`src/rtl/core/pmst_ram.sv`:
```
`default_nettype none

module pmst_ram #(
  parameter int WIDTH = 16,
  parameter int DEPTH = 64
) (
  input  wire logic                     clk,
  input  wire logic                     we,
  input  wire logic [$clog2(DEPTH)-1:0] waddr,
  input  wire logic [WIDTH-1:0]         wdata,
  input  wire logic                     re,
  input  wire logic [$clog2(DEPTH)-1:0] raddr,
  output logic      [WIDTH-1:0]         rdata
);

  logic [WIDTH-1:0] mem [DEPTH];

  always_ff @(posedge clk) begin
    if (we) begin
      mem[waddr] <= wdata;
    end
    if (re) begin
      rdata <= mem[raddr];
    end
  end

endmodule

`default_nettype wire

```
`config.mk`:
```
export PLATFORM = sky130hd
export DESIGN_NAME = pmst_ram
export DESIGN_NICKNAME = d
export VERILOG_FILES = /design/src/rtl/core/pmst_ram.sv
export SDC_FILE = /design/constraint.sdc
export NUM_CORES = 1
export LEC_CHECK = 0
export BUFFER_PORTS_ARGS = -buffer_cell sky130_fd_sc_hd__buf_4
export CORE_AREA = 2 2 262 264
export CTS_BUF_LIST = sky130_fd_sc_hd__clkbuf_4 sky130_fd_sc_hd__clkbuf_8
export CTS_CLUSTER_DIAMETER = 80
export CTS_CLUSTER_SIZE = 8
export DETAILED_ROUTE_END_ITERATION = 7
export DIE_AREA = 0 0 264 266
export PLACE_DENSITY = 0.76
export SLEW_MARGIN = 20
export SYNTH_ARGS = -nofsm -noshare
export SYNTH_HDL_FRONTEND = slang
export SYNTH_SLANG_ARGS = --single-unit
```
`constraint.sdc`:
```
create_clock -name clk -period 3.15 [get_ports clk]
set_input_delay 0.315 -clock clk [delete_from_list [all_inputs] [get_ports clk]]
set_output_delay 0.315 -clock clk [all_outputs]
set_load 0.005 [all_outputs]
```
==> results of run 1 <==
==> sequential cells by signal, indices dropped and copies added, names as in the netlist <==
| signal | count |
|---|---|
| mem | 1024 |
| rdata | 16 |
==> logic make-up after synthesis <==
| family | after synthesis |
|---|---|
| AND/OR/NAND/NOR | 220 |
| multiplexers | 336 |
| AO/OA/AOI/OAI | 129 |
| flip-flops | 1040 |
| buffers and inverters | 104 |
==> through the flow <==
stage               instances  util (%)
floorplan                1829         -
global placement         2778      62.0
detailed placement       2778      62.1
CTS                      2939      65.2
global route             2941      65.2
finish                   2942      65.3
==> where the power goes <==
| group | internal, mW | leakage (nW) | switching (mW) |
|---|---|---|---|
| clock | 4.25 | 1.10 | 4.52 |
| sequential | 15.4 | 9.37 | 0.0489 |
| combinational | 0.540 | 3.52 | 0.897 |
| total | 20.1 | 14.0 | 5.46 |
==> synth_stat cells, drive strengths merged, types with 8 or more instances <==
| master | n | area [µm²] |
|---|---|---|
| a22oi | 39 | 293 |
| mux4 | 224 | 5060 |
| o21ai | 8 | 40.0 |
| mux2 | 27 | 304 |
| clkbuf | 27 | 108 |
| buf | 77 | 626 |
| nand2 | 60 | 233 |
| a21oi | 17 | 85.1 |
| a221oi | 16 | 140 |
| a211oi | 8 | 60.1 |
| nor2 | 74 | 283 |
| a31oi | 8 | 50.1 |
| nand4 | 12 | 75.1 |
| a211o | 8 | 70.1 |
| mux2i | 85 | 851 |
| nor2b | 30 | 188 |
| a311oi | 8 | 70.1 |
| edfxtp | 1040 | 31200 |
| nand3 | 24 | 120 |
==> cell type report <==
type | instances | share of cell area [%]
sequential | 1040 | 70.6
multi-input combinational | 685 | 18.7
clock buffer | 150 | 4.67
timing repair buffer | 172 | 3.31
tap | 882 | 2.50
clock inverter | 10 | 0.195
antenna | 3 | 0.0170
==> how the worst min path moves through the flow <==
| stage | cells past startpoint | start | end |
|---|---|---|---|
| finish | 1 | wdata[14] | mem[27][14] |
| global route | 1 | wdata[14] | mem[26][14] |
| CTS | 1 | wdata[14] | mem[27][14] |
| detailed placement | 1 | re | rdata[7] |
| global placement | 1 | re | rdata[7] |
| floorplan | 0 | wdata[0] | mem[0][0] |
==> timing repair <==
item | CTS | global route
setup endpoints to repair | 0 | 0
gates resized for setup | 0 | 0
endpoints found under the hold margin | 16 | 0
hold buffers | 1 | 0
==> per-layer routing <==
layer  wire length [µm]  track usage, %  up-vias
li1                   -               -     8032
met1              34400            38.0    10200
met2              44100            41.3     1173
met3               9920            6.77      173
met4               2560            9.09        6
met5                 37               0        -
==> impl_metrics.toml, run 1 <==
[clocking]
cts_setup_buffers = 0
cts_tree = "yes"
clk_pin_slew_ps = 60
clock_latency_ps = 800
h-tree-depth = 4
clk_path_buf_depth = 3
numCtsBuffers = 147
cts_root_buffer = "clkbuf_8"
clock-sinks = 1040

[setup_path]
end_kind = "register"
critPathTopFamily = "multiplexers"
reg2reg_slack_ps = 870
r2r_end = "rdata[15]"
cp.required_ps = 3670
critPathBufInv = 0
r2r_cells = 5
path_depth = 5
path_max_fanout = 1
crit_chain = "mux4_2 -> mux2i_1 -> a22oi_1 -> a31oi_1 -> a311oi_1"
path_class = "reg2reg"
r2r_start = "mem[23][15]"
cp.arrival_ps = 2810
cp-start-kind = "register"
timing.critical_path.from = "mem[23][15]"
critPathSlowestCell = "mux4_2"
crit_path_end = "rdata[15]"
slowest_delay_ps = 490

[timing]
rsz0062_at_grt = "no"
fmax_mhz = 438
finalMaxSlewViolations = 0
whs_ps = 87.2
fin_tns_setup_ps = 0
clock_skew_ps = 30.7
min_period_ps = 2280
setup_viol = 0
period_share_pct = 72.5
relSlewSlack_pct = 44.1
max_slew.worst_pin.slew_ps = 838
hold_violations = 0
fin_ws_ps = 866

[logic_synthesis]
synth_adder_area_share_pct = 0
synth_ff_type = "edfxtp_1"
syn-num-nets = 1860
synthMuxAreaShare_pct = 15.5
syn_area_per_cell_um2 = 22.0
syn-instance-count = 1829
async_flop_share_pct = 0
ys_ff_latch = 1040
ys_types = 42
yosysSeqAreaShare_pct = 77.7
synth_warnings = 0
synthSimpleGateAreaFrac_pct = 2.64
synth_edf_count = 1040
synth_compound_area_share_pct = 2.40
synth_area_mm2 = 0.0402
synth-xor-area-share_pct = 0
synth_top_family_by_area = "multiplexers"

[placed_design]
pre_cts_ws_ps = 284
io_buffers = 46
gp_congestion = 0.860
hpwl_um = 54300
place_area_mm2 = 0.0420

[route]
vias_per_cell = 6.67
routed_wl_um = 91100
postRouteAntennaNets = 0
vias = 19600
drtIter0Drc = 2607
drtPass1Iterations = 5
drc = 0
wire_per_inst_um = 31.0

[power]
peakVddDrop_v = 0.000455
total_power_mw = 25.6
powerDensity_mw_per_mm2 = 579
p_leak_nw = 14.0

[layout]
mostFrequentLayoutCells = "edfxtp_1, mux4_2, buf_4"
multi_input_area_mm2 = 0.00825
register_area_mm2 = 0.0312
final_common_cell = "edfxtp_1"
drive_above_1_share_pct = 28.6
areaGrowthSynthToFinish_pct = 9.96
fin_nets = 2077
n_fill_cell = 4288
fin_area_mm2 = 0.0442

[grt]
grt-ovfl-total = 0
first_global_vias = 19700
grt_usage_pct = 26.7
grt_max_degree = 65
grt_pass1_wl_um = 134000
antenna_found_initial = 4

[hold_path]
holdCritPathClass = "in2reg"

[floorplan]
core_mm2 = 0.0677
io_pins = 47
start_util_pct = 59.3
row_count = 96
dieArea_mm2 = 0.0702
die_x_um = 264
fp.dieH_um = 266

[status]
outcome = "completed"

[job]
cap_violations = 0
Power figures use the tool's default switching activity.
==> run 2, diff against run 1 <==
clock period = 2.18 ns   (was 3.15 ns; I/O delays follow)
==> impl_metrics.toml, run 2 (same netlist as run 1, synthesis figures left out) <==
[setup_path]
critPathTopFamily = "multiplexers"
crit_chain = "mux4_2 -> mux2_2 -> a21oi_1 -> nor4_2"
slowest_delay_ps = 550
cp.required_ps = 2690
reg2reg_slack_ps = 80
path_class = "reg2reg"
path_max_fanout = 1
critPathSlowestCell = "a21oi_1"
cp-start-kind = "register"
critPathBufInv = 0
end_kind = "register"
cp.arrival_ps = 2620

[layout]
final_common_cell = "edfxtp_1"
drive_above_1_share_pct = 32.0
postLayoutCoreUtil_pct = 67.0
n_fill_cell = 4126
fin_area_mm2 = 0.0454
areaGrowthSynthToFinish_pct = 12.9
largest-register = "mem"
mostFrequentLayoutCells = "edfxtp_1, buf_4, mux4_2"
fin_nets = 2191
largestRegisters = "mem x1024, rdata x16"
largest_reg_flops = 1024

[route]
drtIter0Drc = 2747
routed_wl_um = 94200
wl_met3_um = 10500
vias = 20300
drc = 0
wl_met1_um = 34500
top_layer = "met5"
postRouteAntennaNets = 0
wire_per_inst_um = 30.8
drtPass1Iterations = 7
wl_met2_um = 46100
vias_per_cell = 6.63

[status]
outcome = "completed"

[placed_design]
hpwl_um = 57000
gp_congestion = 0.939
pre_cts_ws_ps = -480
io_buffers = 46
place_area_mm2 = 0.0431

[floorplan]
fp.dieH_um = 266
row_count = 96
die_x_um = 264
io_pins = 47
core_mm2 = 0.0677
dieArea_mm2 = 0.0702
start_util_pct = 59.3

[clocking]
cts_setup_buffers = 0
numCtsBuffers = 147
clock-sinks = 1040
clock_latency_ps = 800
h-tree-depth = 4
cts_root_buffer = "clkbuf_8"
cts_tree = "yes"
clk_path_buf_depth = 3
clk_pin_slew_ps = 60

[timing]
period_share_pct = 96.6
fin_ws_ps = 75.1
min_period_ps = 2100
relSlewSlack_pct = 43.2
finalMaxSlewViolations = 0
rsz0062_at_grt = "no"
fmax_mhz = 475
clock_skew_ps = 33.7
hold_violations = 0
setup_viol = 0
max_slew.worst_pin.slew_ps = 849
whs_ps = 22.3

[grt]
grt_pass1_wl_um = 138000
grt_usage_pct = 27.6
first_global_vias = 20700
grt-ovfl-total = 0
antenna_found_initial = 7
grt_max_degree = 65

[power]
powerDensity_mw_per_mm2 = 822
peakVddDrop_v = 0.000575
p_leak_nw = 14.6

[job]
cap_violations = 0

[hold_path]
holdCritPathClass = "in2reg"
==> run 2: cell types whose count changed in the layout (fill, tap and decap cells not counted), moves of 2 or more <==
cell / previous run / this run
inv_8: 2 / 0
clkinvlp_4: 5 / 3
buf_12: 12 / 35
clkinv_8: 0 / 2
dlygate4sd3_1: 1 / 10
clkbuf_8: 151 / 153
diode_2: 3 / 5
buf_4: 156 / 238
==> run 2: final cells by class <==
type                            instances  area (µm²)  area share, %
Tap cell                              882        1100           2.43
Clock buffer                          152        2090           4.61
Antenna cell                            5        12.5         0.0276
Multi-Input combinational cell        685        8260           18.2
Sequential cell                      1040       31200           68.8
Clock inverter                          8        81.3          0.179
Timing Repair Buffer                  286        2630           5.79
==> run 2: per-stage QoR <==
| stage | setup TNS [ps] | power [mW] | std cells |
|---|---|---|---|
| after detailed placement | -4970 | 25.0 | 2883 |
| after global routing | 0 | 38.4 | 3055 |
| final | 0 | 37.3 | 3058 |
| after floorplan | 0 | 23.8 | 1829 |
| after global placement | -4520 | 24.9 | 2883 |
| after CTS | 0 | 37.5 | 3053 |
==> run 2: worst paths after layout <==
path,cells past startpoint,endpoint,start
max,4,rdata[6],mem[31][6]
min,1,mem[44][4],wdata[4]
max reg2reg,4,rdata[6],mem[31][6]
min reg2reg,4,rdata[2],mem[11][2]
==> run 2: per-layer routing <==
layer | up-vias | global-route usage [%]
met5 | - | 0
met4 | 6 | 11.0
met3 | 197 | 6.76
met2 | 1239 | 43.9
met1 | 10600 | 37.3
li1 | 8269 | -
==> run 2: where the power goes <==
part           internal, mW  switching (mW)  leakage [nW]
clock network          6.21            6.54          1.12
logic                 0.946            1.36          4.15
registers              22.2          0.0674          9.37
==> run 2: timing repair <==
action	4_1_cts	5_1_grt
hold endpoints to repair	183	0
setup endpoints to repair	0	1
gates resized for setup	0	1
hold buffers	10	0
